<file path="config.mk">
export PLATFORM = sky130hd
export DESIGN_NAME = midi_nrpn_knob_mapper_core_flat
export DESIGN_NICKNAME = d
export VERILOG_FILES = /design/src/mnkm_pkg.sv /design/src/mnkm_ifs.sv /design/src/mnkm_knob_ram.sv /design/src/midi_nrpn_knob_mapper_core.sv /design/src/flat_wrapper.sv
export SDC_FILE = /design/constraint.sdc
export NUM_CORES = 1
export LEC_CHECK = 0
export BUFFER_PORTS_ARGS = -buffer_cell sky130_fd_sc_hd__buf_2
export CORE_MARGIN = 2
export CORE_UTILIZATION = 60
export DETAILED_ROUTE_END_ITERATION = 8
export PLACE_DENSITY_LB_ADDON = 0.08
export SETUP_SLACK_MARGIN = 0.15
export SLEW_MARGIN = 20
export SYNTH_ARGS = -nofsm -noshare
export SYNTH_HDL_FRONTEND = slang
export SYNTH_HIERARCHICAL = 1
export SYNTH_SLANG_ARGS = --single-unit
</file>
<file path="constraint.sdc">
create_clock -name i_clk -period 13.7 [get_ports i_clk]
set_clock_uncertainty 0.1 [all_clocks]
set_input_delay 1.37 -clock i_clk [delete_from_list [all_inputs] [get_ports i_clk]]
set_output_delay 1.37 -clock i_clk [all_outputs]
set_load 0.03 [all_outputs]
</file>
<file path="src/mnkm_pkg.sv">
// Shared types, constants and helper functions for the NRPN knob mapper.
// No dependencies; every other file of the block imports this package.
`default_nettype none

package mnkm_pkg;

    localparam int KNOB_COUNT   = 18;
    localparam int BUTTON_COUNT = 9;
    localparam int CTRL_COUNT   = KNOB_COUNT + BUTTON_COUNT;
    localparam int PAIR_SPLIT   = 9;

    localparam int IDX_W  = 5;
    localparam int KA_W   = $clog2(KNOB_COUNT);
    localparam int BA_W   = $clog2(BUTTON_COUNT);
    localparam int VAL_W  = 7;
    localparam int CH_W   = 4;
    localparam int BYTE_W = 8;

    localparam int CFG_IDX_W  = 8;
    localparam int CFG_DATA_W = 8;

    // Configuration register indexes.
    localparam logic [CFG_IDX_W-1:0] REG_LISTEN_CHANNEL = 8'd0;
    localparam logic [CFG_IDX_W-1:0] REG_COARSE_STEP    = 8'd1;
    localparam logic [CFG_IDX_W-1:0] REG_FINE_STEP      = 8'd2;
    localparam logic [CFG_IDX_W-1:0] REG_KNOB_MAX       = 8'd3;

    localparam logic [CH_W-1:0]  RST_LISTEN_CHANNEL = 4'd15;
    localparam logic [VAL_W-1:0] RST_COARSE_STEP    = 7'd5;
    localparam logic [VAL_W-1:0] RST_FINE_STEP      = 7'd1;
    localparam logic [VAL_W-1:0] RST_KNOB_MAX       = 7'd127;

    // Controller numbers.
    localparam logic [BYTE_W-1:0] CC_NRPN_MSB = 8'h62;
    localparam logic [BYTE_W-1:0] CC_NRPN_LSB = 8'h63;
    localparam logic [BYTE_W-1:0] CC_DATA_MSB = 8'h06;
    localparam logic [BYTE_W-1:0] CC_DATA_LSB = 8'h26;

    // NRPN LSB codes that select a control bank.
    localparam logic [BYTE_W-1:0] BANK_KNOB_LO = 8'h03;
    localparam logic [BYTE_W-1:0] BANK_KNOB_HI = 8'h0B;
    localparam logic [BYTE_W-1:0] BANK_BUTTON  = 8'h13;
    localparam logic [BYTE_W-1:0] BANK_SPECIAL = 8'h23;

    // NRPN MSB value that maps to control index zero, per linear bank.
    localparam int BASE_KNOB_LO = 'h74;
    localparam int BASE_KNOB_HI = 'h5C - 9;
    localparam int BASE_BUTTON  = 'h44 - 18;
    // The special bank maps MSB 0x14 + k to index 9 * k + 8.
    localparam int SPECIAL_MSB  = 'h14;

    localparam logic [BYTE_W-1:0] BASE_KNOB_LO_B = BYTE_W'(BASE_KNOB_LO);
    localparam logic [BYTE_W-1:0] BASE_KNOB_HI_B = BYTE_W'(BASE_KNOB_HI);
    localparam logic [BYTE_W-1:0] BASE_BUTTON_B  = BYTE_W'(BASE_BUTTON);
    localparam logic [BYTE_W-1:0] SPECIAL_MSB_B  = BYTE_W'(SPECIAL_MSB);
    localparam logic [BYTE_W-1:0] LAST_OFFSET_B  = BYTE_W'(CTRL_COUNT - 1);

    typedef struct packed {
        logic             hit;
        logic [IDX_W-1:0] idx;
    } t_map;

    typedef struct packed {
        logic              en;
        logic [KA_W-1:0]   addr;
        logic [VAL_W-1:0]  data;
    } t_knob_wr;

    typedef struct packed {
        logic             is_knob;
        logic [IDX_W-1:0] idx;
        logic [BA_W-1:0]  btn;
        logic             up;
    } t_s1;

    // Linear bank: index = msb - base, valid while it stays below CTRL_COUNT.
    function automatic t_map mnkm_lin_map(input logic [BYTE_W-1:0] msb,
                                          input logic [BYTE_W-1:0] base);
        t_map               m;
        logic [BYTE_W-1:0]  off;
        off   = msb - base;
        m.hit = (msb >= base) && (off <= LAST_OFFSET_B);
        m.idx = off[IDX_W-1:0];
        return m;
    endfunction

    function automatic t_map mnkm_map(input logic [BYTE_W-1:0] msb,
                                      input logic [BYTE_W-1:0] lsb);
        t_map              m;
        logic [BYTE_W-1:0] off;
        m   = '0;
        off = msb - SPECIAL_MSB_B;
        case (lsb)
            BANK_KNOB_LO: m = mnkm_lin_map(msb, BASE_KNOB_LO_B);
            BANK_KNOB_HI: m = mnkm_lin_map(msb, BASE_KNOB_HI_B);
            BANK_BUTTON:  m = mnkm_lin_map(msb, BASE_BUTTON_B);
            BANK_SPECIAL: begin
                m.hit = (msb >= SPECIAL_MSB_B) && (off <= 8'd2);
                m.idx = IDX_W'({off[1:0], 3'b000} + {3'b000, off[1:0]} + 5'd8);
            end
            default: m = '0;
        endcase
        return m;
    endfunction

endpackage

`default_nettype wire

</file>
<file path="src/mnkm_ifs.sv">
// Channel interfaces of the NRPN knob mapper: input messages, result events
// and configuration writes. Depends on mnkm_pkg.
`default_nettype none

interface mnkm_msg_if import mnkm_pkg::*; ();
    logic              valid;
    logic              ready;
    logic [BYTE_W-1:0] status_byte;
    logic [BYTE_W-1:0] data_one;
    logic [BYTE_W-1:0] data_two;

    modport source (output valid, output status_byte, output data_one,
                    output data_two, input ready);
    modport sink   (input valid, input status_byte, input data_one,
                    input data_two, output ready);
endinterface

interface mnkm_evt_if import mnkm_pkg::*; ();
    logic             valid;
    logic             ready;
    logic             event_kind;
    logic [IDX_W-1:0] control_index;
    logic [VAL_W-1:0] knob_value;
    logic             engaged;

    modport source (output valid, output event_kind, output control_index,
                    output knob_value, output engaged, input ready);
    modport sink   (input valid, input event_kind, input control_index,
                    input knob_value, input engaged, output ready);
endinterface

interface mnkm_cfg_if import mnkm_pkg::*; ();
    logic                  valid;
    logic                  ready;
    logic [CFG_IDX_W-1:0]  index;
    logic [CFG_DATA_W-1:0] data;

    modport source (output valid, output index, output data, input ready);
    modport sink   (input valid, input index, input data, output ready);
endinterface

`default_nettype wire

</file>
<file path="src/mnkm_knob_ram.sv">
// Knob value store: a synchronous memory with registered read data and one
// valid flop per entry so unwritten entries read as zero. Depends on mnkm_pkg.
`default_nettype none

module mnkm_knob_ram import mnkm_pkg::*; (
    input  wire logic             i_clk,
    input  wire logic             i_rst_n,
    input  wire logic             i_rd_en,
    input  wire logic [KA_W-1:0]  i_rd_addr,
    output      logic [VAL_W-1:0] o_rd_data,
    input  wire t_knob_wr         i_wr
);

    logic [VAL_W-1:0]      r_mem [KNOB_COUNT];
    logic [KNOB_COUNT-1:0] r_vld;
    logic [VAL_W-1:0]      r_rd_data;
    logic                  r_rd_vld;

    always_ff @(posedge i_clk) begin
        if (i_rd_en) begin
            r_rd_data <= r_mem[i_rd_addr];
        end
        if (i_wr.en) begin
            r_mem[i_wr.addr] <= i_wr.data;
        end
    end

    always_ff @(posedge i_clk) begin
        if (!i_rst_n) begin
            r_vld    <= '0;
            r_rd_vld <= 1'b0;
        end else begin
            if (i_rd_en) begin
                r_rd_vld <= r_vld[i_rd_addr];
            end
            if (i_wr.en) begin
                r_vld[i_wr.addr] <= 1'b1;
            end
        end
    end

    assign o_rd_data = r_rd_vld ? r_rd_data : '0;

endmodule

`default_nettype wire

</file>
<file path="src/midi_nrpn_knob_mapper_core.sv">
// NRPN knob mapper, top level. Uses mnkm_pkg, the channel interfaces in
// mnkm_ifs.sv and the knob value store mnkm_knob_ram.
`default_nettype none

// The mapper accepts one three-byte MIDI message per clock cycle. Messages on
// a channel other than listen_channel are dropped; controller numbers 0x62,
// 0x63 and 0x06 latch the NRPN MSB, NRPN LSB and data MSB, and 0x26 (data LSB)
// completes a message. A completed message whose NRPN pair maps to a control
// produces exactly one result transaction: either a button change (event_kind
// 1) or a new knob value (event_kind 0). The result is registered: an accepted
// message passes through stage one and then the result register, and a stalled
// result channel holds it there. Knob values live in an 18-entry synchronous
// memory that is read when the message is accepted and written back when the
// message moves into the result register, which a stalled result channel can
// delay. A message whose read lands on the same edge as a write to its knob
// gets the fresh value forwarded, so back-to-back updates of one knob need no
// stall. The sustained rate is one message per cycle, limited only by the
// result channel: while a result waits to be taken and a second one is ready
// behind it, input is held off. Every store comes up zero after reset with no
// clearing pass. Configuration writes are always ready and should be issued
// while no message is in flight.
module midi_nrpn_knob_mapper_core import mnkm_pkg::*; (
    input  wire logic  i_clk,
    input  wire logic  i_rst_n,
    mnkm_msg_if.sink   i_msg,
    mnkm_evt_if.source o_evt,
    mnkm_cfg_if.sink   i_cfg
);

    // Configuration registers.
    logic [CH_W-1:0]  r_listen;
    logic [VAL_W-1:0] r_coarse;
    logic [VAL_W-1:0] r_fine;
    logic [VAL_W-1:0] r_kmax;

    // Latched NRPN fields.
    logic [BYTE_W-1:0] r_nrpn_high;
    logic [BYTE_W-1:0] r_nrpn_low;
    logic [BYTE_W-1:0] r_data_high;

    logic [BUTTON_COUNT-1:0] r_btn;

    // Stage one holds a completed message while its knob value is read.
    logic             r_s1_valid;
    t_s1              r_s1;
    t_s1              n_s1;
    logic             r_fwd_hit;
    logic [VAL_W-1:0] r_fwd_val;

    // Result register.
    logic             r_out_valid;
    logic             r_out_kind;
    logic [IDX_W-1:0] r_out_idx;
    logic [VAL_W-1:0] r_out_val;
    logic             r_out_eng;

    logic             msg_acc;
    logic             ch_hit;
    t_map             map;
    logic             go;
    logic             s1_go;
    logic [VAL_W-1:0] rd_data;
    logic [VAL_W-1:0] cur_val;
    logic [VAL_W-1:0] n_val;
    logic [VAL_W-1:0] step;
    logic [VAL_W:0]   sum;
    logic             flag;
    t_knob_wr         wr;

    assign i_cfg.ready = 1'b1;

    always_ff @(posedge i_clk) begin
        if (!i_rst_n) begin
            r_listen <= RST_LISTEN_CHANNEL;
            r_coarse <= RST_COARSE_STEP;
            r_fine   <= RST_FINE_STEP;
            r_kmax   <= RST_KNOB_MAX;
        end else if (i_cfg.valid) begin
            case (i_cfg.index)
                REG_LISTEN_CHANNEL: r_listen <= i_cfg.data[CH_W-1:0];
                REG_COARSE_STEP:    r_coarse <= i_cfg.data[VAL_W-1:0];
                REG_FINE_STEP:      r_fine   <= i_cfg.data[VAL_W-1:0];
                REG_KNOB_MAX:       r_kmax   <= i_cfg.data[VAL_W-1:0];
                default: ;
            endcase
        end
    end

    // Stage one moves on when the result register is free or being emptied;
    // the input is ready whenever stage one is empty or moving on.
    assign s1_go       = r_s1_valid && (!r_out_valid || o_evt.ready);
    assign i_msg.ready = !r_s1_valid || s1_go;
    assign msg_acc     = i_msg.valid && i_msg.ready;
    assign ch_hit      = (i_msg.status_byte[CH_W-1:0] == r_listen);

    // The mapping uses the NRPN pair latched by earlier messages; the data
    // LSB message itself changes neither byte of the pair.
    assign map = mnkm_map(r_nrpn_high, r_nrpn_low);
    assign go  = msg_acc && ch_hit && (i_msg.data_one == CC_DATA_LSB) && map.hit;

    always_ff @(posedge i_clk) begin
        if (!i_rst_n) begin
            r_nrpn_high <= '0;
            r_nrpn_low  <= '0;
            r_data_high <= '0;
        end else if (msg_acc && ch_hit) begin
            case (i_msg.data_one)
                CC_NRPN_MSB: r_nrpn_high <= i_msg.data_two;
                CC_NRPN_LSB: r_nrpn_low  <= i_msg.data_two;
                CC_DATA_MSB: r_data_high <= i_msg.data_two;
                default: ;
            endcase
        end
    end

    // Decode the control into knob or button and the paired button.
    always_comb begin
        n_s1.idx     = map.idx;
        n_s1.is_knob = (map.idx < IDX_W'(KNOB_COUNT));
        n_s1.up      = (r_data_high == '0);
        if (!n_s1.is_knob) begin
            n_s1.btn = BA_W'(map.idx - IDX_W'(KNOB_COUNT));
        end else if (map.idx >= IDX_W'(PAIR_SPLIT)) begin
            n_s1.btn = BA_W'(map.idx - IDX_W'(PAIR_SPLIT));
        end else begin
            n_s1.btn = BA_W'(map.idx);
        end
    end

    always_ff @(posedge i_clk) begin
        if (!i_rst_n) begin
            r_s1_valid <= 1'b0;
        end else if (go) begin
            r_s1_valid <= 1'b1;
        end else if (s1_go) begin
            r_s1_valid <= 1'b0;
        end
    end

    // The stage-one write lands on the same edge that the new read samples,
    // so a hit on that knob takes the value being written instead.
    always_ff @(posedge i_clk) begin
        if (go) begin
            r_s1      <= n_s1;
            r_fwd_hit <= s1_go && r_s1.is_knob && (r_s1.idx == map.idx);
            r_fwd_val <= n_val;
        end
    end

    mnkm_knob_ram u_knob_ram (
        .i_clk     (i_clk),
        .i_rst_n   (i_rst_n),
        .i_rd_en   (go),
        .i_rd_addr (map.idx[KA_W-1:0]),
        .o_rd_data (rd_data),
        .i_wr      (wr)
    );

    // Knob update: step up with clamp to knob_max, or down with clamp to zero.
    always_comb begin
        cur_val = r_fwd_hit ? r_fwd_val : rd_data;
        flag    = r_btn[r_s1.btn];
        step    = flag ? r_fine : r_coarse;
        sum     = {1'b0, cur_val} + {1'b0, step};
        if (r_s1.up) begin
            n_val = (sum > {1'b0, r_kmax}) ? r_kmax : sum[VAL_W-1:0];
        end else begin
            n_val = (cur_val >= step) ? (cur_val - step) : '0;
        end
        wr.en   = s1_go && r_s1.is_knob;
        wr.addr = r_s1.idx[KA_W-1:0];
        wr.data = n_val;
    end

    always_ff @(posedge i_clk) begin
        if (!i_rst_n) begin
            r_btn <= '0;
        end else if (s1_go && !r_s1.is_knob) begin
            r_btn[r_s1.btn] <= r_s1.up;
        end
    end

    always_ff @(posedge i_clk) begin
        if (!i_rst_n) begin
            r_out_valid <= 1'b0;
        end else if (s1_go) begin
            r_out_valid <= 1'b1;
        end else if (o_evt.ready) begin
            r_out_valid <= 1'b0;
        end
    end

    always_ff @(posedge i_clk) begin
        if (s1_go) begin
            r_out_kind <= !r_s1.is_knob;
            r_out_idx  <= r_s1.idx;
            r_out_val  <= r_s1.is_knob ? n_val : '0;
            r_out_eng  <= r_s1.is_knob ? flag : r_s1.up;
        end
    end

    assign o_evt.valid         = r_out_valid;
    assign o_evt.event_kind    = r_out_kind;
    assign o_evt.control_index = r_out_idx;
    assign o_evt.knob_value    = r_out_val;
    assign o_evt.engaged       = r_out_eng;

endmodule

`default_nettype wire

</file>
<file path="src/flat_wrapper.sv">
// flat-port wrapper written by rule: the top's interface ports become plain ports
module midi_nrpn_knob_mapper_core_flat import mnkm_pkg::*;
  (i_clk, i_rst_n, i_msg_valid, i_msg_status_byte, i_msg_data_one, i_msg_data_two, i_msg_ready, o_evt_valid, o_evt_event_kind, o_evt_control_index, o_evt_knob_value, o_evt_engaged, o_evt_ready, i_cfg_valid, i_cfg_index, i_cfg_data, i_cfg_ready);
  mnkm_msg_if i_msg_i ();
  mnkm_evt_if o_evt_i ();
  mnkm_cfg_if i_cfg_i ();
  input  wire logic i_clk;
  input  wire logic i_rst_n;
  input wire logic [$bits(i_msg_i.valid)-1:0] i_msg_valid;
  input wire logic [$bits(i_msg_i.status_byte)-1:0] i_msg_status_byte;
  input wire logic [$bits(i_msg_i.data_one)-1:0] i_msg_data_one;
  input wire logic [$bits(i_msg_i.data_two)-1:0] i_msg_data_two;
  output wire logic [$bits(i_msg_i.ready)-1:0] i_msg_ready;
  output wire logic [$bits(o_evt_i.valid)-1:0] o_evt_valid;
  output wire logic [$bits(o_evt_i.event_kind)-1:0] o_evt_event_kind;
  output wire logic [$bits(o_evt_i.control_index)-1:0] o_evt_control_index;
  output wire logic [$bits(o_evt_i.knob_value)-1:0] o_evt_knob_value;
  output wire logic [$bits(o_evt_i.engaged)-1:0] o_evt_engaged;
  input wire logic [$bits(o_evt_i.ready)-1:0] o_evt_ready;
  input wire logic [$bits(i_cfg_i.valid)-1:0] i_cfg_valid;
  input wire logic [$bits(i_cfg_i.index)-1:0] i_cfg_index;
  input wire logic [$bits(i_cfg_i.data)-1:0] i_cfg_data;
  output wire logic [$bits(i_cfg_i.ready)-1:0] i_cfg_ready;
  assign i_msg_i.valid = i_msg_valid;
  assign i_msg_i.status_byte = i_msg_status_byte;
  assign i_msg_i.data_one = i_msg_data_one;
  assign i_msg_i.data_two = i_msg_data_two;
  assign i_msg_ready = i_msg_i.ready;
  assign o_evt_valid = o_evt_i.valid;
  assign o_evt_event_kind = o_evt_i.event_kind;
  assign o_evt_control_index = o_evt_i.control_index;
  assign o_evt_knob_value = o_evt_i.knob_value;
  assign o_evt_engaged = o_evt_i.engaged;
  assign o_evt_i.ready = o_evt_ready;
  assign i_cfg_i.valid = i_cfg_valid;
  assign i_cfg_i.index = i_cfg_index;
  assign i_cfg_i.data = i_cfg_data;
  assign i_cfg_ready = i_cfg_i.ready;
  midi_nrpn_knob_mapper_core u_core (.i_clk(i_clk), .i_rst_n(i_rst_n), .i_msg(i_msg_i), .o_evt(o_evt_i), .i_cfg(i_cfg_i));
endmodule
</file>
# Word level (Yosys, flattened, before mapping)
# Memories as Yosys holds them, arrays and structs flattened. A register that Yosys moved wholly into a read port is not among the register bits.
# Cells that the tools add are included.
# W data, S select, Z words.
dict set report word_totals {
  regBits 112
  latch_bits 0
  ramBits 126
  mem_bits_ro 0
  inputBits 45
  output_inout_bits 17
  elab_cells 119
  memories 1
}
# memory words width read_ports rd_clocked_by_memory_dff wr line_no
set mem_list {}
lappend mem_list {u_core.u_knob_ram.r_mem 18 7 1 1 1 mnkm_knob_ram.sv:14} ;# logic [VAL_W-1:0] r_mem [KNOB_COUNT];
dict set report op_classes {
  addsub 10
  n_mul 0
  div_mod_pow 0
  n_lt_le_gt_ge 17
  eq_ne 13
  n_shift 0
  muxes 25
  bitwise 1
  n_reduce_logical 30
}
# op count
set op_table {}
lappend op_table {{$mux W7} 6}
lappend op_table {{$eq A8 B2 Y1 const B} 3}
lappend op_table {{$le A8 B5 Y1 const B} 3}
lappend op_table {{$pmux W6 S4} 1}
lappend op_table {{$or A18 B18 Y18} 1}
lappend op_table {{$eq A8 B6 Y1 const B} 2}
lappend op_table {{$eq A8 B7 Y1 const B} 2}
lappend op_table {{$ge A8 B7 Y1 const B} 2}
lappend op_table {{$logic_not A8 Y1} 2}
lappend op_table {{$sub A8 B7 Y8 const B} 2}
lappend op_table {{$logic_and A1 B1 Y1} 14}
lappend op_table {{$reduce_and A2 Y1} 7}
lappend op_table {{$lt A5 B6 Y1 const B} 2}
lappend op_table {{$mux W1} 11}
lappend op_table {{$bwmux W9} 1}
lappend op_table {{$add A7 B7 Y8} 1}
lappend op_table {{$eq A8 B1 Y1 const B} 1}
lappend op_table {{$eq A8 B3 Y1 const B} 1}
lappend op_table {{$eq A8 B4 Y1 const B} 1}
lappend op_table {{$eq A8 B5 Y1 const B} 1}
lappend op_table {{$ge A8 B5 Y1 const B} 1}
lappend op_table {{$ge A8 B6 Y1 const B} 1}
lappend op_table {{$gt A8 B7 Y1} 1}
lappend op_table {{$le A8 B2 Y1 const B} 1}
lappend op_table {{other kinds (23)} 28}

# Logic depth before layout (Yosys ltp)
# Gate-level depths: netlist of run 1.
dict set report logic_depth {
  depth_word 9
  depth_mapped 19
  ltp_nobuf 18
}

# Hierarchy
# Netlist of run 1, hierarchy kept.
# module instances cells_each area_each_um2 seq_area_each_um2
set by_module_without_submodules {}
lappend by_module_without_submodules {midi_nrpn_knob_mapper_core 1 613 6039.5 2192.1}
lappend by_module_without_submodules {mnkm_knob_ram 1 312 5992.0 4374.2}

# Worst setup path before layout of run 1
# Ideal clock, no wire load.
dict set report synth_path {
  path_kind {reg2reg}
  startpoint {register u_core/r_s1[2] (netlist name)}
  endpoint {register u_core.r_fwd_val[3] (data pin)}
  setup_time_ns 0.310
  arrival_time_ns 4.647
  t_required_ns 13.290
  setup_slack_ns 8.642
  path_stages_with_launch 18
  path_buffers 1
  period_less_slack_ns 5.058
  cell_sequence {edfxtp_1 clkbuf_1 mux4_2 mux2i_1 o32ai_2 mux2_2 ha_1 a211o_1 and2_1 o311ai_0 and2_1 ha_1 and4_1 o21ai_0 nor4b_2 o22ai_2 mux2i_1 o22ai_1}
}
dict set report synth_between {
  elab_chain_len 7
  word_cells_on_any_way 10
  cone_classes {2 x add/sub; 2 x order compare; 6 x mux}
}
# item line_no
set synth_rtl {}
lappend synth_rtl {{from (decl)} midi_nrpn_knob_mapper_core.sv:45} ;# t_s1 r_s1;
lappend synth_rtl {{from (signal assigned)} midi_nrpn_knob_mapper_core.sv:144} ;# r_s1 <= n_s1;
lappend synth_rtl {{$bmux W1 S4 *} midi_nrpn_knob_mapper_core.sv:162} ;# flag = r_btn[r_s1.btn];
lappend synth_rtl {{$mux W1 (not written as such) *} midi_nrpn_knob_mapper_core.sv:162}
lappend synth_rtl {{$mux W7 *} midi_nrpn_knob_mapper_core.sv:163} ;# step = flag ? r_fine : r_coarse;
lappend synth_rtl {{$add A7 B7 Y8} midi_nrpn_knob_mapper_core.sv:164} ;# sum = {1'b0, cur_val} + {1'b0, step};
lappend synth_rtl {{$gt A8 B7 Y1} midi_nrpn_knob_mapper_core.sv:166} ;# n_val = (sum > {1'b0, r_kmax}) ? r_kmax : sum[VAL_W-1:0];
lappend synth_rtl {{$mux W7} midi_nrpn_knob_mapper_core.sv:166}
lappend synth_rtl {{$mux W7 *} midi_nrpn_knob_mapper_core.sv:165} ;# if (r_s1.up) begin
lappend synth_rtl {{net u_core.n_val[3]} midi_nrpn_knob_mapper_core.sv:64} ;# logic [VAL_W-1:0] n_val;
lappend synth_rtl {{to (signal assigned)} midi_nrpn_knob_mapper_core.sv:146} ;# r_fwd_val <= n_val;
lappend synth_rtl {{to (decl)} midi_nrpn_knob_mapper_core.sv:48} ;# logic [VAL_W-1:0] r_fwd_val;
# Mark *: on every way through the listed nets, which the timed path passes. The rest lies on a longest branch. The select of a mux whose other input is x is not followed.
# A chain may end at the register's enable or synchronous reset.

# Worst setup path after layout of run 1
dict set report layout_path {
  startpoint {register u_core/r_s1[1] (netlist name)}
  endpoint {memory u_core.u_knob_ram.r_mem[5][6] (data pin)}
}
dict set report layout_between {
  elab_chain_len 7
  word_cells_on_any_way 10
  cone_classes {2 x add/sub; 2 x order compare; 6 x mux}
}
# item line_no
set layout_rtl {}
lappend layout_rtl {{$bmux W1 S4 *} midi_nrpn_knob_mapper_core.sv:162}
lappend layout_rtl {{$mux W1 (not written as such) *} midi_nrpn_knob_mapper_core.sv:162}
lappend layout_rtl {{$mux W7 *} midi_nrpn_knob_mapper_core.sv:163}
lappend layout_rtl {{$add A7 B7 Y8} midi_nrpn_knob_mapper_core.sv:164}
lappend layout_rtl {{$gt A8 B7 Y1} midi_nrpn_knob_mapper_core.sv:166}
lappend layout_rtl {{$mux W7} midi_nrpn_knob_mapper_core.sv:166}
lappend layout_rtl {{$mux W7 *} midi_nrpn_knob_mapper_core.sv:165}
lappend layout_rtl {{net u_core.n_val[6]} midi_nrpn_knob_mapper_core.sv:64}
lappend layout_rtl {{to (decl)} mnkm_knob_ram.sv:14}
# Marks and branches as above.

==> results of run 1 <==
-- final timing paths --
path              slack (ps)                        from                             to
hold / removal           350  u_core/u_knob_ram/r_vld[1]     u_core/u_knob_ram/r_vld[1]
setup reg to reg        7800              u_core/r_s1[1]  u_core/u_knob_ram/r_mem[5][6]
hold reg to reg          350  u_core/u_knob_ram/r_vld[1]     u_core/u_knob_ram/r_vld[1]
setup / recovery        7800              u_core/r_s1[1]  u_core/u_knob_ram/r_mem[5][6]
-- synth_stat cells, drive strengths merged, types with 21 or more instances --
cell type  number
mux2i          86
ha             37
mux2           21
mux4           29
dfxtp          79
nand2          43
buf            23
o21a           24
inv            41
edfxtp        166
nor2           45
nor2b          49
o21ai          23
-- power by group --
group	internal, W	leakage [nW]	total, W	switching (W)
sequential	0.000780	2.11	0.000780	0.0000000743
clock	0.000436	0.440	0.000712	0.000276
combinational	0.00000828	2.26	0.0000180	0.00000974
total	0.00122	4.82	0.00151	0.000286
-- critical path, stage by stage (launching register included) --
cell and delay [ps]:
edfxtp_1 500, mux4_2 400, mux2i_1 80, o32ai_2 440
mux2_2 450, ha_1 330, a211o_1 330, and2_1 160
o311ai_0 390, and2_1 220, ha_1 240, and4_1 210
o21ai_0 70, nor4b_2 340, o22ai_2 280, and3_1 280
or3_1 680
-- cells by family after synthesis --
family / Yosys count / share of synthesized area
adder cells (fa/ha/maj): 39 / 0.0418
flip-flops: 245 / 0.546
buffers and inverters: 85 / 0.0332
other: 1 / 0.000312
multiplexers: 136 / 0.152
XOR/XNOR: 18 / 0.0131
AND/OR/NAND/NOR: 252 / 0.120
AO/OA/AOI/OAI: 149 / 0.0937
-- layer usage --
metal,vias to the layer above,GRT usage,wire [µm]
li1,3597,-,-
met1,3803,0.346,11500
met2,202,0.382,12000
met3,38,0.0386,1310
met4,0,0.0583,541
met5,-,0,0
-- registers in the layout, summed over array words and instances (netlist names), 7 cells and up --
signal,count
u_core/o_evt.knob_value,7
u_core/r_btn,9
u_core/r_coarse,7
u_core/r_data_high,8
u_core/r_fine,7
u_core/r_fwd_val,7
u_core/r_kmax,7
u_core/r_nrpn_high,8
u_core/r_nrpn_low,8
u_core/r_s1,11
u_core/u_knob_ram/r_mem,126
u_core/u_knob_ram/r_rd_data,7
u_core/u_knob_ram/r_vld,18
-- area by class of cell --
type	count	area, µm²	area share
timing repair buffer	61	320	0.0240
sequential	245	6570	0.492
multi-input combinational	595	5080	0.381
inverter	42	158	0.0118
tap	265	332	0.0248
clock buffer	34	734	0.0550
clock inverter	14	158	0.0118
-- per-stage QoR --
stage                     instances  hold WS (ps)  power, W  setup WS (ps)  area, µm²
after floorplan                 925           332  0.000804           8640      12000
after global placement         1208           340  0.000814           7950      12500
after detailed placement       1208           345  0.000814           7850      12500
after CTS                      1256           359   0.00152           7820      13300
after global routing           1256           384   0.00156           7460      13300
final                          1256           355   0.00151           7800      13300
==> summary.txt, run 1 <==
Run status
  • Run status: completed

Clocking
  • TritonCTS clock tree: built
  • Clk sinks: roughly 250
  • CTS root buffer: clkbuf_16
  • Max Root-Sink Buffers: 3
  • Reg clk slew, reported paths: about 60 ps
  • Clock Latency Late Sink: 520 ps
  • Cts repair resizes: 0
  • CTS H-tree lvls: 1
  • Inserted Clock Buffers: 26
  • Post-CTS Setup Bufs: 0
  • # hold bufs at CTS: 0

Floorplanning
  • Cell Rows: 51
  • Core outline area: 19600 µm²
  • Initial Util: 0.614
  • Die footprint: about 21000 µm²
  • Die width: 146 µm
  • # IOs: 62
  • Die Ht: 146 µm

Logic synthesis
  • Sequential share of the synthesized area: 0.546
  • Top-area cell type share of the netlist area: 0.414
  • #FFs+latches synth: 245
  • Synth area leaders: edfxtp_1 41%, dfxtp_1 13%, mux2i_1 7.1%
  • Synth unique cells: 91
  • Gate Count Post-Synth: 925
  • Biggest area consumer among synthesized cells: edfxtp_1
  • Ys async rst share: 0
  • Post-Syn Nets: approximately 1k
  • Top_reg_cell synth: edfxtp_1
  • Ys Warns: 6
  • Mean Syn Cell Area: 13.0 µm²
  • Post-synth EDFFs: around 170
  • Mapped Area: 12000 µm²

STA
  • Crit share post-route: 0.431
  • Total negative setup slack: 0 ps
  • Max Slew Vio Count: 0
  • Slew headroom: 0.343
  • Period minus WS final: 5900 ps
  • Setup-failing EPs final: 0
  • Unrepaired setup endpoints after global routing: false
  • Fin. Hold Viols: 0
  • Actual slew at the worst max-slew pin: 985 ps
  • Max Clock Freq: around 0.17 GHz

Cells and area
  • ANT cells: 0
  • Share of layout cells above drive strength 1: 0.165
  • Layout fillers: 1411
  • Most common cell after layout, fill and taps aside: edfxtp_1
  • Commonest non-fill, non-tap cells in the layout: 166 x edfxtp_1, 85 x mux2i_1, 79 x dfxtp_1, 55 x buf_2, 49 x nor2b_1
  • Nets: between 1k and 1.5k
  • Util after Layout: 0.681
  • Area growth from synthesis to layout: 11.0%

Hold path
  • Hold Crit Class: flip-flop to flip-flop
  • WHS Path Cells: 1

Power and ir drop
  • Lkg Pwr: 4.82 nW
  • PwrDens: 113 nW/µm²
  • VDD IR max: 0.109 mV

Detailed routing
  • Antenna Nets Post-Route: 0
  • Initial DRC Count: 761
  • Via count: 7640
  • Total wire length: around 25 mm
  • Pre-Repair DR Iteration Count: 5
  • Vias per cell: slightly above 6
  • WL/cell: 20.1 µm
  • DRC: 0

Setup path
  • Crit path arrival time: ~5900 ps
  • Startpoint Class: flip-flop
  • R2r worst-path depth: 16
  • WS Path Type: flip-flop to flip-flop
  • Critical path data required time: 13740 ps
  • CP max FO: 19
  • CP endpoint kind: flip-flop

Global routing
  • Largest net degree at the start of global routing: 80
  • First-pass GRT wire length: about 41 mm
  • Initial antenna violation count: 0
  • Gr usage total: 0.238
  • Global route overflow: 0
  • Vias in the first global route: 7477

Placed design
  • Final GP Congestion: slightly below 0.9
  • Detail Placement HPWL: 17.2 mm
  • Port Buffers: 55

Flow run
  • Max_cap viols: 0
Note: power is estimated with default switching activity, not from simulation.
==> run 2, diff against run 1 <==
--- a/config.mk
+++ b/config.mk
@@ -5,9 +5,10 @@
 export SDC_FILE = /design/constraint.sdc
 export NUM_CORES = 1
 export LEC_CHECK = 0
+export ABC_AREA = 1
 export BUFFER_PORTS_ARGS = -buffer_cell sky130_fd_sc_hd__buf_2
 export CORE_MARGIN = 2
-export CORE_UTILIZATION = 60
+export CORE_UTILIZATION = 56
 export DETAILED_ROUTE_END_ITERATION = 8
 export PLACE_DENSITY_LB_ADDON = 0.08
 export SETUP_SLACK_MARGIN = 0.15
==> constraint.sdc (replaced) <==
create_clock -name i_clk -period 5.1 [get_ports i_clk]
set_clock_uncertainty 0.1 [all_clocks]
set_input_delay 0.51 -clock i_clk [delete_from_list [all_inputs] [get_ports i_clk]]
set_output_delay 0.51 -clock i_clk [all_outputs]
set_load 0.03 [all_outputs]
==> summary.txt, run 2 <==
Run status
  • Run status: completed

Clocking
  • Reg clk slew, reported paths: 60 ps
  • Post-CTS Setup Bufs: 0
  • # hold bufs at CTS: 0
  • Clock Latency Late Sink: 540 ps
  • Clk sinks: approximately 250
  • CTS H-tree lvls: 1
  • Max Root-Sink Buffers: 3
  • CTS root buffer: clkbuf_16
  • Inserted Clock Buffers: 26
  • TritonCTS clock tree: built

Power and ir drop
  • Register share of total power: 0.532
  • Switching component of the power: roughly 0.0008 W
  • Internal: 0.00316 W
  • Clock power share: 0.455
  • Sw Ratio: 0.199
  • Gate power share: 0.013
  • PwrDens: around 300 nW/µm²
  • Lkg Pwr: 5.33 nW
  • VDD IR max: 0.278 mV

Detailed routing
  • Initial DRC Count: between 500 and 600
  • Antenna Nets Post-Route: 0
  • Pre-Repair DR Iteration Count: 4
  • Vias per cell: 5.50
  • WL/cell: 16.2 µm
  • DRC: 0
  • Total wire length: between 20 and 30 mm
  • Via count: just over 9k

Flow run
  • Max_cap viols: 0

STA
  • Unrepaired setup endpoints after global routing: false
  • Max Clock Freq: 0.224 GHz
  • Actual slew at the worst max-slew pin: 1030 ps
  • Period minus WS final: 4460 ps
  • Crit share post-route: 0.875
  • Hold Slack: 152 ps
  • Max Slew Vio Count: 0
  • Total negative setup slack: 0 ps
  • Slew headroom: 0.310
  • Fin. Hold Viols: 0
  • Setup-failing EPs final: 0

Logic synthesis
  • Biggest area consumer among synthesized cells: edfxtp_1
  • Synth area leaders: edfxtp_1 41%, dfxtp_1 13%, nand2_1 6.6%
  • Count leader, synth: nand2_1
  • Ys Warns: 6
  • Mean Syn Cell Area: 9.12 µm²
  • Synth unique cells: 56
  • Synth top cells by count: 211 x nand2_1, 206 x nor2_1, 166 x edfxtp_1
  • #FFs+latches synth: ~250
  • Sequential share of the synthesized area: 0.545
  • Top-area cell type share of the netlist area: 0.414
  • Ys async rst share: 0
  • Post-synth EDFFs: 166
  • Gate Count Post-Synth: 1321
  • Post-Syn Nets: 1405
  • Mapped Area: 12000 µm²
  • Top_reg_cell synth: edfxtp_1

Setup path
  • Critical path's slowest cell: edfxtp_1
  • Critical path data required time: 5330 ps
  • CP endpoint kind: flip-flop
  • Crit path arrival time: between 4000 and 5000 ps
  • WS Path Type: flip-flop to flip-flop
  • Startpoint Class: flip-flop
  • CP most frequent cell: nand2_1
  • Peak per-stage delay on the critical path: about 440 ps
  • CP max FO: 19

Cells and area
  • Util after Layout: 0.631
  • Flip-flop count of the largest register after layout: between 100 and 150
  • Largest register by flop count: u_core/u_knob_ram/r_mem
  • ANT cells: 0
  • Nets: 1452
  • Layout fillers: about 1.8k
  • Share of layout cells above drive strength 1: 0.124
  • Biggest regs: u_core/u_knob_ram/r_mem: 126 flops, u_core/u_knob_ram/r_vld: 18 flops, u_core/r_s1: 11 flops
  • Area growth from synthesis to layout: 10.5%
  • Commonest non-fill, non-tap cells in the layout: 210 x nand2_1, 206 x nor2_1, 166 x edfxtp_1, 135 x inv_1, 99 x o21ai_0
  • Most common cell after layout, fill and taps aside: nand2_1

Floorplanning
  • Initial Util: 0.571
  • Cell Rows: 53
  • Die width: 151 µm
  • Die Ht: 151 µm
  • Die footprint: 22700 µm²
  • Core outline area: 21100 µm²
  • # IOs: 62

Global routing
  • First-pass GRT wire length: roughly 43 mm
  • Gr usage total: 0.243
  • Largest net degree at the start of global routing: 73
  • Vias in the first global route: 8480
  • Global route overflow: 0
  • Initial antenna violation count: 0

Placed design
  • Detail Placement HPWL: 17.8 mm
  • Port Buffers: 55
  • Final GP Congestion: around 0.89

Hold path
  • Hold Crit Class: input port to flip-flop
-- run 2: changes by cell type in the layout (fill, tap and decap cells not counted), moves of 49 or more --
cell | previous run | this run
nand3_1 | 17 | 73
inv_1 | 38 | 135
nor2_1 | 42 | 206
mux2i_1 | 85 | 0
o21ai_0 | 22 | 99
nand2_1 | 43 | 210
nor2b_1 | 49 | 0
-- run 2: cell families after synthesis --
family,count (synthesis),share of synthesized area
flops,245,0.545
compound gates,238,0.115
buf+inv,202,0.0705
simple gates,578,0.213
xor+xnor,12,0.00935
fa+ha+maj,39,0.0417
mux,6,0.00561
other cells,1,0.000311
-- run 2: power groups by stage --
stage               logic [W]  clock network (W)  registers (W)
floorplan           0.0000249                  0        0.00214
global placement    0.0000519                  0        0.00214
detailed placement  0.0000525                  0        0.00214
CTS                 0.0000528            0.00182        0.00210
global route        0.0000599            0.00191        0.00210
finish              0.0000526            0.00179        0.00210
-- run 2: path summary, 6_finish.rpt --
| path | start | endpoint | slack [ps] | cells past startpoint |
|---|---|---|---|---|
| setup / recovery | u_core/r_s1[2] | u_core/u_knob_ram/r_mem[12][1] | 640 | 28 |
| hold / removal | i_cfg_data[4] | u_core/r_kmax[4] | 150 | 3 |
| setup reg to reg | u_core/r_s1[2] | u_core/u_knob_ram/r_mem[12][1] | 640 | 28 |
| hold reg to reg | u_core/r_coarse[6] | u_core/r_coarse[6] | 350 | 2 |
-- run 2: metal layers --
metal	track usage	vias to the layer above	wire (µm)
li1	-	4563	-
met1	0.333	4348	12200
met2	0.407	199	12800
met3	0.0358	44	1480
met4	0.0631	0	534
met5	0	-	0
-- run 2: repair_timing --
item,CTS,global route
gates resized for setup,0,3
endpoints found under the setup margin,0,133
endpoints found under the hold margin,0,0
-- run 2: worst max-delay path: cells and delay by family, from the launching register on --
kind | cells | cell delay (ps)
XOR/XNOR | 1 | 200
AO/OA/AOI/OAI | 1 | 160
buffers and inverters | 5 | 560
multiplexers | 1 | 280
AND/OR/NAND/NOR | 17 | 1630
flip-flops | 1 | 440
adder cells (fa/ha/maj) | 3 | 850
-- run 2: stage by stage --
step           worst slack [ps]  cells  area, µm²  total power [W]
2_1_floorplan              1020   1321      12000          0.00216
3_3_place_gp                523   1615      12500          0.00219
6_report                    640   1663      13300          0.00394
5_1_grt                     218   1663      13300          0.00407
3_5_place_dp                482   1615      12500          0.00219
4_1_cts                     477   1663      13300          0.00397
-- run 2: final cells by class --
cell class / count / area, µm² / share of cell area
Sequential cell: 245 / 6570 / 0.493
Clock buffer: 35 / 684 / 0.0514
Inverter: 155 / 592 / 0.0444
Multi-Input combinational cell: 874 / 4650 / 0.349
Tap cell: 275 / 344 / 0.0258
Timing Repair Buffer: 66 / 358 / 0.0269
Clock inverter: 13 / 124 / 0.00930
==> run 3, diff against run 2 <==
--- a/config.mk
+++ b/config.mk
@@ -10,7 +10,7 @@
 export CORE_MARGIN = 2
 export CORE_UTILIZATION = 56
 export DETAILED_ROUTE_END_ITERATION = 8
-export PLACE_DENSITY_LB_ADDON = 0.08
+export PLACE_DENSITY = 0.88
 export SETUP_SLACK_MARGIN = 0.15
 export SLEW_MARGIN = 20
 export SYNTH_ARGS = -nofsm -noshare
==> summary.txt, run 3 (same netlist as run 2, synthesis figures left out) <==
Global routing
  • Gr usage total: 0.243
  • Largest net degree at the start of global routing: 73
  • First-pass GRT wire length: 43.9 mm
  • Global route overflow: 0
  • Vias in the first global route: 9234
  • Initial antenna violation count: 0

Detailed routing
  • Via count: between 9k and 10k
  • Vias per cell: between 5 and 6
  • Initial DRC Count: 1189
  • WL/cell: 16.8 µm
  • DRC: 0
  • Total wire length: 27.8 mm
  • Pre-Repair DR Iteration Count: 6
  • Antenna Nets Post-Route: 0

Clocking
  • # hold bufs at CTS: 0
  • CTS H-tree lvls: 1
  • Max Root-Sink Buffers: 3
  • Clock Latency Late Sink: 520 ps
  • Reg clk slew, reported paths: 60 ps
  • Clk sinks: about 250
  • CTS root buffer: clkbuf_16
  • TritonCTS clock tree: built
  • Inserted Clock Buffers: 24

STA
  • Setup-failing EPs final: 0
  • Crit share post-route: 0.897
  • Fin. Hold Viols: 0
  • Unrepaired setup endpoints after global routing: false
  • Max Clock Freq: ~0.22 GHz
  • Period minus WS final: 4570 ps
  • Slew headroom: 0.321
  • Setup ws final: 526 ps
  • Total negative setup slack: 0 ps
  • Actual slew at the worst max-slew pin: 1010 ps
  • Max Slew Vio Count: 0

Floorplanning
  • Die footprint: 22700 µm²
  • Cell Rows: 53
  • Core outline area: 21100 µm²
  • Initial Util: 0.571
  • # IOs: a little over 60
  • Die Ht: 151 µm
  • Die width: 151 µm

Flow run
  • Max_cap viols: 0

Placed design
  • Post-place setup slack: roughly 160 ps
  • Detail Placement HPWL: 18.3 mm
  • Area of placed instances: 12400 µm²
  • Port Buffers: 55
  • Cell Count Post-Placement: 1609
  • Final GP Congestion: around 0.9

Cells and area
  • Nets: 1445
  • ANT cells: 0
  • Commonest non-fill, non-tap cells in the layout: 206 x nor2_1, 205 x nand2_1, 166 x edfxtp_1, 133 x inv_1, 99 x o21ai_0
  • Most common cell after layout, fill and taps aside: nor2_1
  • Flip-flop count of the largest register after layout: ~130
  • Final cell count without fillers: 1654
  • Share of layout cells above drive strength 1: 0.124
  • Biggest regs: u_core/u_knob_ram/r_mem: 126 flops, u_core/u_knob_ram/r_vld: 18 flops, u_core/r_s1: 11 flops
  • Area growth from synthesis to layout: 10.4%
  • Largest register by flop count: u_core/u_knob_ram/r_mem
  • Layout fillers: 1635
  • Cell area after layout: between 10000 and 15000 µm²

Setup path
  • CP most frequent cell: nand2_1
  • Crit path buf inv count: 5
  • Critical path's slowest cell: edfxtp_1
  • CP endpoint kind: flip-flop
  • R2r startpoint: u_core/r_s1[2]
  • Family with the most delay on the worst path: simple AND/OR/NAND/NOR gates
  • FF-to-FF End: u_core/u_knob_ram/r_mem[3][6]
  • Crit path arrival time: 4710 ps
  • CP max FO: 19
  • Startpoint Class: flip-flop
  • Critical path data required time: roughly 5200 ps
  • Peak per-stage delay on the critical path: ~440 ps
  • R2r worst-path depth: 28
  • WS Path Type: flip-flop to flip-flop
  • Reg2Reg Setup Slack: 530 ps

Hold path
  • Hold Path Origin: i_cfg_data[2]
  • Hold EP: u_core/r_listen[2]
  • Hold Crit Class: input port to flip-flop
  • WHS Path Cells: 3

Power and ir drop
  • Lkg Pwr: 5.29 nW
  • VDD IR max: about 0.19 mV
  • PwrDens: approximately 290 nW/µm²

Run status
  • Run status: completed
run 3: metrics by stage:
step / util / power (W) / hold slack [ps]
2_1_floorplan: - / 0.00216 / 328
3_3_place_gp: 0.590 / 0.00219 / 342
3_5_place_dp: 0.590 / 0.00219 / 351
4_1_cts: 0.628 / 0.00392 / 148
5_1_grt: 0.631 / 0.00401 / 177
6_report: 0.631 / 0.00391 / 167
run 3: how the worst max path moves through the flow:
stage / startpoint / endpoint / slack, ps / cells past startpoint
2_1_floorplan: u_core/r_s1[2] / u_core/r_fwd_val[5] / 1020 / 28
3_3_place_gp: u_core/r_s1[2] / u_core/u_knob_ram/r_mem[0][4] / 340 / 27
3_5_place_dp: u_core/r_s1[2] / u_core/u_knob_ram/r_mem[3][4] / 160 / 27
4_1_cts: u_core/r_s1[2] / u_core/u_knob_ram/r_mem[1][2] / 170 / 27
5_1_grt: u_core/r_s1[2] / u_core/u_knob_ram/r_mem[8][6] / 120 / 28
6_report: u_core/r_s1[2] / u_core/u_knob_ram/r_mem[3][6] / 530 / 28
run 3: power breakdown:
group	switching, W	internal (W)
Sequential	0.000000262	0.00210
Clock	0.000722	0.00104
Combinational	0.0000334	0.0000180
Total	0.000756	0.00315
run 3: what timing repair did:
item / 4_1_cts / 5_1_grt
buffers inserted: 0 / 1
setup endpoints to repair: 38 / 137
resized for setup: 2 / 11
run 3: tightest hold or removal path: cells and delay by family:
family | cells | cell delay, ps
buffers and inverters | 1 | 90
AND/OR/NAND/NOR | 2 | 150
run 3: final cells by class:
cell class                      count  area [µm²]  share of cell area
Multi-Input combinational cell    874        4690               0.352
Inverter                          155         592              0.0445
Clock buffer                       37         732              0.0550
Sequential cell                   245        6570               0.494
Clock inverter                      7        61.3             0.00461
Tap cell                          275         344              0.0259
Timing Repair Buffer               61         320              0.0241
run 3: layer usage:
| layer | share of wire | wire (µm) | GRT usage |
|---|---|---|---|
| met1 | 0.40 | 11200 | 0.309 |
| met2 | 0.48 | 13500 | 0.421 |
| met3 | 0.080 | 2220 | 0.0336 |
| met4 | 0.034 | 952 | 0.0972 |
| met5 | 0 | 0 | 0 |
